--- src/rtl/core/dpq_pkg.sv ---
`timescale 1ns / 1ps
// ----------------------------------------------------------------------------
// Deadline priority queue package
// Shared widths, opcodes, status codes, entry and result types, and the
// day arithmetic used by the queue sequencer.
// ----------------------------------------------------------------------------
package dpq_pkg;

  localparam int unsigned ACT_W    = 3;
  localparam int unsigned REL_W    = 16;
  localparam int unsigned ID_W     = 32;
  localparam int unsigned TYPE_W   = 3;
  localparam int unsigned DAY_W    = 32;
  localparam int unsigned STAT_W   = 2;
  localparam int unsigned LEFT_W   = 16;
  localparam int unsigned S_DATA_W = 56;
  localparam int unsigned M_DATA_W = 56;

  // Operation codes carried with each input item.
  localparam logic [ACT_W-1:0] ACT_ENQ    = 3'd0;
  localparam logic [ACT_W-1:0] ACT_DEQ    = 3'd1;
  localparam logic [ACT_W-1:0] ACT_PEEK   = 3'd2;
  localparam logic [ACT_W-1:0] ACT_FIND   = 3'd3;
  localparam logic [ACT_W-1:0] ACT_REMOVE = 3'd4;

  // Status codes returned with each result item.
  localparam logic [STAT_W-1:0] STAT_OK   = 2'd0;
  localparam logic [STAT_W-1:0] STAT_MISS = 2'd1;
  localparam logic [STAT_W-1:0] STAT_FULL = 2'd2;

  // One stored queue entry.
  typedef struct packed {
    logic [DAY_W-1:0]  due;
    logic [ID_W-1:0]   id;
    logic [TYPE_W-1:0] ttype;
  } entry_t;

  // One finished result, as handed to the output register.
  typedef struct packed {
    logic [STAT_W-1:0] status;
    logic [ID_W-1:0]   id;
    logic [TYPE_W-1:0] ttype;
    logic [LEFT_W-1:0] left;
  } result_t;

  // Absolute due day, saturating at the top of the day range.
  function automatic logic [DAY_W-1:0] due_sum(logic [DAY_W-1:0] today,
                                               logic [REL_W-1:0] rel);
    logic [DAY_W:0] sum;
    sum = {1'b0, today} + {{(DAY_W + 1 - REL_W){1'b0}}, rel};
    if (sum[DAY_W]) begin
      due_sum = '1;
    end else begin
      due_sum = sum[DAY_W-1:0];
    end
  endfunction

  // Days remaining until due, floored at zero and clamped to the field.
  function automatic logic [LEFT_W-1:0] days_left(logic [DAY_W-1:0] due,
                                                  logic [DAY_W-1:0] today);
    logic [DAY_W-1:0] diff;
    diff = (due > today) ? (due - today) : '0;
    if (diff[DAY_W-1:LEFT_W] != '0) begin
      days_left = '1;
    end else begin
      days_left = diff[LEFT_W-1:0];
    end
  endfunction

endpackage

--- src/rtl/core/dpq_entry_ram.sv ---
`timescale 1ns / 1ps
// ----------------------------------------------------------------------------
// Queue entry memory
// Single write port, single read port, registered read data.
// ----------------------------------------------------------------------------
module dpq_entry_ram #(
  parameter int unsigned DEPTH = 16,
  parameter int unsigned AW    = 4
) (
  input  logic            clk_i,
  input  logic            wr_en_i,
  input  logic [AW-1:0]   wr_addr_i,
  input  dpq_pkg::entry_t wr_data_i,
  input  logic [AW-1:0]   rd_addr_i,
  output dpq_pkg::entry_t rd_data_o
);
  import dpq_pkg::*;

  entry_t mem [DEPTH];
  entry_t rd_data_q;

  // Write port.
  always_ff @(posedge clk_i) begin
    if (wr_en_i) begin
      mem[wr_addr_i] <= wr_data_i;
    end
  end

  // Read port with registered output.
  always_ff @(posedge clk_i) begin
    rd_data_q <= mem[rd_addr_i];
  end

  assign rd_data_o = rd_data_q;

endmodule

--- src/rtl/core/dpq_ctrl.sv ---
`timescale 1ns / 1ps
// ----------------------------------------------------------------------------
// Queue sequencer
// Walks the sorted entry memory one entry per cycle to insert, search,
// pop and remove, and keeps the entry count and the current day.
// ----------------------------------------------------------------------------
module dpq_ctrl #(
  parameter int unsigned CAPACITY = 16
) (
  input  logic                          clk_i,
  input  logic                          rst_ni,
  input  logic                          in_valid_i,
  output logic                          in_ready_o,
  input  logic [dpq_pkg::ACT_W-1:0]     in_action_i,
  input  logic [dpq_pkg::REL_W-1:0]     in_rel_i,
  input  logic [dpq_pkg::ID_W-1:0]      in_id_i,
  input  logic [dpq_pkg::TYPE_W-1:0]    in_type_i,
  output logic                          res_valid_o,
  input  logic                          res_ready_i,
  output dpq_pkg::result_t              res_o
);
  import dpq_pkg::*;

  localparam int unsigned AW = (CAPACITY > 1) ? $clog2(CAPACITY) : 1;
  localparam int unsigned CW = $clog2(CAPACITY + 1);

  typedef enum logic [2:0] {
    S_IDLE,
    S_START,
    S_INS_WALK,
    S_INS_PUT,
    S_SCAN,
    S_SHIFT,
    S_RESP
  } state_e;

  state_e             state_q, state_d;
  logic [ACT_W-1:0]   act_q, act_d;
  logic [REL_W-1:0]   rel_q, rel_d;
  logic [ID_W-1:0]    id_q, id_d;
  logic [TYPE_W-1:0]  type_q, type_d;
  logic [DAY_W-1:0]   due_q, due_d;
  logic [CW-1:0]      idx_q, idx_d;
  logic [CW-1:0]      count_q, count_d;
  logic [DAY_W-1:0]   today_q, today_d;
  logic [STAT_W-1:0]  res_status_q, res_status_d;
  logic [ID_W-1:0]    res_id_q, res_id_d;
  logic [TYPE_W-1:0]  res_type_q, res_type_d;
  logic [DAY_W-1:0]   res_due_q, res_due_d;

  logic               wr_en;
  logic [AW-1:0]      wr_addr;
  entry_t             wr_data;
  logic [AW-1:0]      rd_addr;
  entry_t             rd_data;

  logic [CW-1:0]      idx_inc;
  logic [CW:0]        idx_inc2;
  logic [CW-1:0]      idx_dec;
  logic [CW-1:0]      count_dec;
  logic               hit;

  assign idx_inc   = idx_q + CW'(1);
  assign idx_inc2  = {1'b0, idx_q} + (CW + 1)'(2);
  assign idx_dec   = idx_q - CW'(1);
  assign count_dec = count_q - CW'(1);

  dpq_entry_ram #(
    .DEPTH (CAPACITY),
    .AW    (AW)
  ) u_ram (
    .clk_i     (clk_i),
    .wr_en_i   (wr_en),
    .wr_addr_i (wr_addr),
    .wr_data_i (wr_data),
    .rd_addr_i (rd_addr),
    .rd_data_o (rd_data)
  );

  // Match test for the entry whose read data arrives this cycle.
  always_comb begin
    unique case (act_q)
      ACT_FIND:   hit = (rd_data.ttype == type_q);
      ACT_REMOVE: hit = (rd_data.id == id_q);
      default:    hit = 1'b1;
    endcase
  end

  // Next-state logic. The walk never writes and reads the same entry in one
  // cycle, and each item starts only after the previous one has written back,
  // so the memory needs no forwarding.
  always_comb begin
    state_d      = state_q;
    act_d        = act_q;
    rel_d        = rel_q;
    id_d         = id_q;
    type_d       = type_q;
    due_d        = due_q;
    idx_d        = idx_q;
    count_d      = count_q;
    today_d      = today_q;
    res_status_d = res_status_q;
    res_id_d     = res_id_q;
    res_type_d   = res_type_q;
    res_due_d    = res_due_q;
    wr_en        = 1'b0;
    wr_addr      = idx_q[AW-1:0];
    wr_data      = rd_data;
    rd_addr      = idx_inc[AW-1:0];

    unique case (state_q)
      S_IDLE: begin
        if (in_valid_i) begin
          act_d   = in_action_i;
          rel_d   = in_rel_i;
          id_d    = in_id_i;
          type_d  = in_type_i;
          state_d = S_START;
        end
      end

      S_START: begin
        res_id_d   = '0;
        res_type_d = '0;
        res_due_d  = '0;
        unique case (act_q)
          ACT_ENQ: begin
            due_d = due_sum(today_q, rel_q);
            if (count_q == CW'(CAPACITY)) begin
              res_status_d = STAT_FULL;
              state_d      = S_RESP;
            end else if (count_q == '0) begin
              idx_d   = '0;
              state_d = S_INS_PUT;
            end else begin
              idx_d   = count_dec;
              rd_addr = count_dec[AW-1:0];
              state_d = S_INS_WALK;
            end
          end
          ACT_DEQ, ACT_PEEK, ACT_FIND, ACT_REMOVE: begin
            if (count_q == '0) begin
              res_status_d = STAT_MISS;
              state_d      = S_RESP;
            end else begin
              idx_d   = '0;
              rd_addr = '0;
              state_d = S_SCAN;
            end
          end
          default: begin
            res_status_d = STAT_MISS;
            state_d      = S_RESP;
          end
        endcase
      end

      // Move later entries up by one, from the tail toward the front.
      S_INS_WALK: begin
        rd_addr = idx_dec[AW-1:0];
        if (rd_data.due > due_q) begin
          wr_en   = 1'b1;
          wr_addr = idx_inc[AW-1:0];
          if (idx_q == '0) begin
            state_d = S_INS_PUT;
          end else begin
            idx_d = idx_dec;
          end
        end else begin
          idx_d   = idx_inc;
          state_d = S_INS_PUT;
        end
      end

      S_INS_PUT: begin
        wr_en        = 1'b1;
        wr_data      = '{due: due_q, id: id_q, ttype: type_q};
        count_d      = count_q + CW'(1);
        res_status_d = STAT_OK;
        res_id_d     = id_q;
        res_type_d   = type_q;
        res_due_d    = due_q;
        state_d      = S_RESP;
      end

      // Search from the front; the next entry is read ahead.
      S_SCAN: begin
        if (hit) begin
          res_status_d = STAT_OK;
          res_id_d     = rd_data.id;
          res_type_d   = rd_data.ttype;
          res_due_d    = rd_data.due;
          if (act_q == ACT_DEQ) begin
            today_d = rd_data.due;
          end
          if (act_q == ACT_DEQ || act_q == ACT_REMOVE) begin
            state_d = S_SHIFT;
          end else begin
            state_d = S_RESP;
          end
        end else if (idx_inc < count_q) begin
          idx_d = idx_inc;
        end else begin
          res_status_d = STAT_MISS;
          state_d      = S_RESP;
        end
      end

      // Close the gap left by the popped or removed entry.
      S_SHIFT: begin
        rd_addr = idx_inc2[AW-1:0];
        if (idx_inc < count_q) begin
          wr_en = 1'b1;
          idx_d = idx_inc;
        end else begin
          count_d = count_dec;
          state_d = S_RESP;
        end
      end

      S_RESP: begin
        if (res_ready_i) begin
          state_d = S_IDLE;
        end
      end

      default: begin
        state_d = S_IDLE;
      end
    endcase
  end

  // State and result registers.
  always_ff @(posedge clk_i or negedge rst_ni) begin
    if (!rst_ni) begin
      state_q <= S_IDLE;
      count_q <= '0;
      today_q <= '0;
    end else begin
      state_q <= state_d;
      count_q <= count_d;
      today_q <= today_d;
    end
  end

  always_ff @(posedge clk_i) begin
    act_q        <= act_d;
    rel_q        <= rel_d;
    id_q         <= id_d;
    type_q       <= type_d;
    due_q        <= due_d;
    idx_q        <= idx_d;
    res_status_q <= res_status_d;
    res_id_q     <= res_id_d;
    res_type_q   <= res_type_d;
    res_due_q    <= res_due_d;
  end

  assign in_ready_o  = (state_q == S_IDLE);
  assign res_valid_o = (state_q == S_RESP);

  // A popped task leaves today equal to its due day, so its days left is zero.
  assign res_o = '{status: res_status_q,
                   id:     res_id_q,
                   ttype:  res_type_q,
                   left:   days_left(res_due_q, today_q)};

  // The entry count never exceeds the capacity.
  assert property (@(posedge clk_i) disable iff (!rst_ni)
    count_q <= CW'(CAPACITY))
    else $error("entry count above capacity");

  // The entry count moves by at most one per item.
  assert property (@(posedge clk_i) disable iff (!rst_ni)
    (count_q != $past(count_q)) |->
      (count_q == $past(count_q) + CW'(1) || count_q == $past(count_q) - CW'(1)))
    else $error("entry count jumped");

  // Due days are never earlier than today, so today never goes back.
  assert property (@(posedge clk_i) disable iff (!rst_ni)
    today_q >= $past(today_q))
    else $error("current day went backward");

  // An insert walk only runs when there is room for one more entry.
  assert property (@(posedge clk_i) disable iff (!rst_ni)
    (state_q == S_INS_WALK) |-> (count_q < CW'(CAPACITY)))
    else $error("insert walk on a full queue");

endmodule

--- src/rtl/core/deadline_priority_queue_unit.sv ---
`timescale 1ns / 1ps
// ----------------------------------------------------------------------------
// Deadline priority queue unit
// Bounded task queue kept in order of absolute due day, with enqueue,
// dequeue, peek, find-by-type and remove-by-id operations.
// ----------------------------------------------------------------------------
// The queue holds up to CAPACITY tasks in one single-port-write, single-port-
// read entry memory, sorted by due day, and handles one item at a time. Each
// item gives exactly one result item. An item goes through setup and a
// result state, plus a walk over the memory at one entry per cycle: an
// enqueue moves every entry due later than the new task (up to CAPACITY-1),
// a search reads from the front up to the match or the last entry, and a
// dequeue or remove then moves every entry behind the match forward by one.
// The result waits in an output register while the next item is worked on;
// a second result is held in the sequencer, and the queue stays busy, until
// the first one is taken. No clearing pass is needed after reset.
// ----------------------------------------------------------------------------
module deadline_priority_queue_unit #(
  parameter int unsigned CAPACITY = 16
) (
  input  logic                           clk_i,
  input  logic                           rst_ni,
  input  logic                           s_axis_tvalid,
  output logic                           s_axis_tready,
  // days_till_due[15:0], task_id[47:16], task_type[50:48], zero fill above
  input  logic [dpq_pkg::S_DATA_W-1:0]   s_axis_tdata,
  // action[2:0]
  input  logic [dpq_pkg::ACT_W-1:0]      s_axis_tuser,
  output logic                           m_axis_tvalid,
  input  logic                           m_axis_tready,
  // out_id[31:0], out_type[34:32], days_left[50:35], zero fill above
  output logic [dpq_pkg::M_DATA_W-1:0]   m_axis_tdata,
  // status[1:0]
  output logic [dpq_pkg::STAT_W-1:0]     m_axis_tuser
);
  import dpq_pkg::*;

  localparam int unsigned M_FILL = M_DATA_W - ID_W - TYPE_W - LEFT_W;

  logic                  res_valid;
  logic                  res_ready;
  result_t               res;
  logic                  m_valid_q;
  logic [M_DATA_W-1:0]   m_data_q;
  logic [STAT_W-1:0]     m_user_q;

  dpq_ctrl #(
    .CAPACITY (CAPACITY)
  ) u_ctrl (
    .clk_i       (clk_i),
    .rst_ni      (rst_ni),
    .in_valid_i  (s_axis_tvalid),
    .in_ready_o  (s_axis_tready),
    .in_action_i (s_axis_tuser),
    .in_rel_i    (s_axis_tdata[REL_W-1:0]),
    .in_id_i     (s_axis_tdata[REL_W+ID_W-1:REL_W]),
    .in_type_i   (s_axis_tdata[REL_W+ID_W+TYPE_W-1:REL_W+ID_W]),
    .res_valid_o (res_valid),
    .res_ready_i (res_ready),
    .res_o       (res)
  );

  // Output register: loads when empty or when its item is being taken.
  assign res_ready = !m_valid_q || m_axis_tready;

  always_ff @(posedge clk_i or negedge rst_ni) begin
    if (!rst_ni) begin
      m_valid_q <= 1'b0;
    end else if (res_ready) begin
      m_valid_q <= res_valid;
    end
  end

  always_ff @(posedge clk_i) begin
    if (res_valid && res_ready) begin
      m_data_q <= {{M_FILL{1'b0}}, res.left, res.ttype, res.id};
      m_user_q <= res.status;
    end
  end

  assign m_axis_tvalid = m_valid_q;
  assign m_axis_tdata  = m_data_q;
  assign m_axis_tuser  = m_user_q;

  // A result waiting at the output is not replaced before it is taken.
  assert property (@(posedge clk_i) disable iff (!rst_ni)
    (m_axis_tvalid && !m_axis_tready) |=> (m_axis_tvalid && $stable(m_axis_tdata)
                                            && $stable(m_axis_tuser)))
    else $error("output item changed while stalled");

  // Exactly one result per item: no new item is taken while one is in work.
  assert property (@(posedge clk_i) disable iff (!rst_ni)
    (s_axis_tvalid && s_axis_tready) |=> !s_axis_tready)
    else $error("input taken while an item is in work");

  // Fill bits of a result are always zero.
  assert property (@(posedge clk_i) disable iff (!rst_ni)
    m_axis_tvalid |-> (m_axis_tdata[M_DATA_W-1:M_DATA_W-M_FILL] == '0))
    else $error("result fill bits not zero");

endmodule

--- config.mk ---
export PLATFORM = sky130hd
export DESIGN_NAME = deadline_priority_queue_unit
export DESIGN_NICKNAME = d
export VERILOG_FILES = /design/src/rtl/core/dpq_pkg.sv /design/src/rtl/core/dpq_entry_ram.sv /design/src/rtl/core/dpq_ctrl.sv /design/src/rtl/core/deadline_priority_queue_unit.sv
export SDC_FILE = /design/constraint.sdc
export NUM_CORES = 2
export LEC_CHECK = 0
export ABC_AREA = 1
export BUFFER_PORTS_ARGS = -buffer_cell sky130_fd_sc_hd__buf_2
export CAP_MARGIN = 20
export CORE_ASPECT_RATIO = 0.6
export CORE_MARGIN = 10
export CORE_UTILIZATION = 45
export DETAILED_ROUTE_END_ITERATION = 12
export PLACE_DENSITY_LB_ADDON = 0.05
export RECOVER_POWER = 50
export SLEW_MARGIN = 15
export SYNTH_ARGS = -nofsm -noshare
export SYNTH_HDL_FRONTEND = slang
export SYNTH_SLANG_ARGS = --single-unit
--- constraint.sdc ---
create_clock -name clk_i -period 6.4 [get_ports clk_i]
set_input_delay 0.64 -clock clk_i [delete_from_list [all_inputs] [get_ports clk_i]]
set_output_delay 0.64 -clock clk_i [all_outputs]
set_load 0.03 [all_outputs]
; ---- Word level (Yosys, flattened, before mapping)
; Memories as Yosys holds them, arrays and structs flattened. A register that Yosys moved wholly into a read port is not among the register bits.
; Cells that the tools add are included.
[totals]
output_inout_bits = 60
n_memories = 1
inputBits = 63
ramBits = 1072
regBits = 254
elab_cells = 125
[classes]
n_reduce_logical = 21
addsub = 7
magnitude_cmp = 3
n_mux = 50
n_eq_ne = 26
[memory_table]
columns = memory, depth, word_bits, rd, rd_clocked_by_memory_dff, wr, line_no
row1 = u_ctrl.u_ram.mem, 16, 67, 1, 1, 1, dpq_entry_ram.sv:19  ; entry_t mem [DEPTH];
[op_table]
columns = operator, n
row1 = $pmux W32 S3, 2
row2 = $mux W32, 3
row3 = $mux W67, 1
row4 = $gt A32 B32 Y1, 2
row5 = $mux W5, 8
row6 = $add A32 B16 Y33, 1
row7 = $eq A32 B32 Y1, 1
row8 = $sub A32 B32 Y32, 1
row9 = $mux W3, 8
row10 = $pmux W3 S7, 1
row11 = $mux W4, 5
row12 = $pmux W5 S2, 2
row13 = $pmux W5 S4, 1
row14 = $reduce_bool A16 Y1, 1
row15 = $eq A3 B2 Y1 const B, 4
row16 = $eq A3 B3 Y1 const B, 4
row17 = $mux W2, 6
row18 = $ne A3 B2 Y1 const B, 4
row19 = $ne A3 B3 Y1 const B, 4
row20 = $pmux W4 S3, 1
row21 = $add A5 B1 Y5 const B, 2
row22 = $logic_not A5 Y1, 2
row23 = $sub A5 B1 Y5 const B, 2
row24 = $pmux W3 S3, 1
row25 = 26 further kinds, 40

; ---- Depth between registers and ports, before layout
[depth]
ltp_word = 6
depth_mapped = 20
depth_no_buf = 20

; ---- Modules after synthesis
; From an unflattened synthesis, not the netlist that was laid out.
[unflattened]
hier_cells = 6385
hier_area_um2 = 63000.4
[modules_own_cells]
columns = module, seq_area_each_um2, area_each_um2, n_inst, cells_per_inst
row1 = dpq_entry_ram, 33532.2, 47072.6, 1, 4407
row2 = dpq_ctrl, 5805.6, 14249.9, 1, 1913
row3 = deadline_priority_queue_unit, 1616.6, 1677.9, 1, 65

; ---- Worst setup path before layout
; Ideal clock, no wire load.
[synth_path]
path_type = reg2reg
start = reg u_ctrl.idx_q[1]
end = mem u_ctrl.u_ram.mem[12][0] in the netlist's numbering, enable pin
slack_ps = 947
arrival_time_ps = 4961
setup_ps = 493
path_buffers = 0
synth_period_minus_slack_ps = 5453
path_stages_with_launch = 13
cell_sequence = edfxtp_1 > ha_1 > xor2_1 > o21ai_1 > inv_1 > ha_1 > nand4_1 > o21bai_1 > nand3_1 > nor2_1 > nand3b_1 > nand3_1 > nor2_1
[synth_via]
elab_chain_cells = 6
[synth_lines]
columns = item, line_no
row1 = from (decl), dpq_ctrl.sv:43  ; logic [CW-1:0] idx_q, idx_d;
row2 = from (signal assigned), dpq_ctrl.sv:252  ; idx_q <= idx_d;
row3 = $add A5 B1 Y5, dpq_ctrl.sv:63  ; assign idx_inc = idx_q + CW'(1);
row4 = $lt A5 B5 Y1, dpq_ctrl.sv:212  ; if (idx_inc < count_q) begin
row5 = $mux W1, dpq_ctrl.sv:212
row6 = $pmux W1 S3, dpq_ctrl.sv:111  ; unique case (state_q)
row7 = $mux W1, dpq_entry_ram.sv:24  ; if (wr_en_i) begin
row8 = $mux W1 (not written as such), dpq_entry_ram.sv:25  ; mem[wr_addr_i] <= wr_data_i;
row9 = to (decl), dpq_entry_ram.sv:19
; Parallel ways exist; a longest one is shown, timed or not.

==> flow_summary.toml <==
[status]
run_status = "finished with violations"
violations = "max-capacitance violations, max-slew violations"

[cts]
cts_tree = "built"
root_buffer = "clkbuf_16"
path_clk_slew_ps = 60
insertion_delay_ps = 790
clock-sinks = 1393
cts_resized = 0
numCtsBuffers = 138
clockBufferDepth = 3
h-tree-depth = 4

[setup_path]
crit_type = "reg -> reg"
endpoint_kind = "flip-flop"
r2r_cells = 9
cp.arrival_ps = 5790
path_max_fanout = 57
cp-start-kind = "flip-flop"
critPathRequiredTime_ps = 6810

[die]
chipHeight_um = 314.7
placement_rows = 108
pin_count = 123
die_w_um = 511.2
coreArea_um2 = 144200
dieArea_um2 = 160900
start_util_pct = 45.19

[global_route]
grt_pass1_wl_um = 291600
grt_util_all_layers_pct = 23.64
grt_pass1_vias = 44194
grt_max_degree = 124
antenna_found_initial = 2
overflow = 0

[cells_and_area]
area_growth_pct = 11.46
final_common_cell = "inv_1"
fin_nets = 6832
layout_common_cells = "1407 x inv_1, 1285 x edfxtp_1, 1145 x nand2_1, 1051 x nand3_1, 560 x nand4_1"
num_antenna_cells = 0
drive_gt1_share_pct = 5.468

[sta]
fin_crit_sh_pct = 84.03
setup_ws_ps = 1022
drv_slew = 335
worst_pin_slew_ps = 4410
period_needed_ps = 5378
whs_ps = 58.84
relSlewSlack_pct = -194.0
tns_ps = 0
hold_viol = 0
rsz0062_at_grt = "false"
clock_skew_ps = 30.46
fmax_ghz = 0.1859
setup_viol = 0

[hold_path]
min_path_type = "in -> reg"
min_path_cells = 1

[placed_design]
detailed_place_hpwl_um = 110600
post-place-ws_ps = 1582
io_buffer_count = 112
place.gp.congestion = 0.9121

[routing]
vias = 47257
detail-route-antenna-nets = 0
wire_per_inst_um = 22.42
routed_wl_um = 195200
drt_iter0_markers = 5228
drt_first_pass_iters = 6
remaining_drc_errors = 0
routed_via_density = 5.426

[yosys]
synth_edf_count = 1285
synth.avg_cell_area_um2 = 9.872
yosysWarnings = 0
ys_seq_area_share_pct = 62.86
synth_ff_type = "edfxtp_1"
async_flop_share_pct = 2.943
synthCells = 6600
synth.cell_area_um2 = 65150
ys_ff_latch = 1393
synth_cell_types = 44

[run]
drv_cap = 8
## worst paths after layout
kind | slack [ps] | to | from
min in group asynchronous | 1350 | u_ctrl.today_q[2] | rst_ni
worst min register to register | 410 | m_axis_tdata[33] | u_ctrl.res_type_q[1]
max in group asynchronous | 3330 | m_axis_tvalid | rst_ni
worst max-delay path | 1020 | u_ctrl.u_ram.mem[0][12] | u_ctrl.state_q[0]
worst max register to register | 1020 | u_ctrl.u_ram.mem[0][12] | u_ctrl.state_q[0]
worst min-delay path | 60 | u_ctrl.rel_q[12] | s_axis_tdata[12]
## layout make-up
cell class	instances	area, um^2
inverters	1420	5349
repair buffers	309	2262
clock buffers	200	3902
clock inverters	51	299.0
multi-input cells	3412	17440
flip-flops and latches	1393	40950
well taps	1925	2409
fillers	13257	71560
## critical path, cell delays in order, from the launching register on
cell	delay (ps)
dfrtp_1	410
inv_1	100
nor2_1	170
inv_1	110
nor2_4	90
clkbuf_1	1060
clkbuf_1	1830
nand2_1	160
o21ai_0	190
clkbuf_1	860
## metal layers
layer / share of wire [%] / global-route usage, % / routed length [um] / vias up
met2: 41 / 33.33 / 80740 / 1642
met3: 7.6 / 4.246 / 14900 / 217
met4: 1.8 / 5.513 / 3558 / 2
met5: 0.0067 / 0 / 13 / -
met1: 49 / 37.38 / 96030 / 23047
li1: - / - / - / 22349
## kinds of logic after synthesis
| logic type | count (synthesis) | share of synthesized area [%] |
|---|---|---|
| DFF | 1393 | 62.86 |
| adders and majority gates | 95 | 1.847 |
| other | 1 | 0.005756 |
| and+or+nand+nor | 2957 | 21.47 |
| xor gates and xnor gates | 45 | 0.6049 |
| buffers and inverters | 1799 | 10.69 |
| AOI/OAI and AO/OA | 310 | 2.523 |
## registers in the layout (all words and copies together), names as in the netlist, 16 cells and up
signal	flops
u_ctrl.res_id_q	32
u_ctrl.u_ram.mem	1072
u_ctrl.rel_q	16
u_ctrl.u_ram.rd_data_o	67
u_ctrl.id_q	32
u_ctrl.today_q	32
u_ctrl.due_q	32
m_axis_tdata	51
u_ctrl.res_due_q	32
## Yosys cell counts, drive strengths merged (41+ instances only)
cell type / instances / area (um^2)
nand4: 561 / 3516
edfxtp: 1285 / 38590
a21oi: 62 / 310.3
dfrtp: 41 / 1026
o21ai: 216 / 1081
inv: 1419 / 5326
nand2: 1151 / 4333
ha: 93 / 1164
nand3: 1053 / 5280
buf: 163 / 820.8
nor2: 132 / 510.5
dfxtp: 67 / 1341
clkbuf: 216 / 810.8
## timing repair
action,4_1_cts,5_1_grt
hold buffers,49,0
endpoints found under the hold margin,85,0
buffers inserted,0,0
setup endpoints to repair,0,0
## through the flow
stage	instance area [um^2]	std cells	util, %
after floorplan	65170	6604	-
after global placement	68250	8408	47.33
after detailed placement	68250	8409	47.34
after CTS	72950	8709	50.59
after global routing	72620	8710	50.37
final	72620	8710	50.37
Power is left out: the tool's default activity adds up to more than one toggle a clock period on the data nets, which glitch-free logic cannot reach.
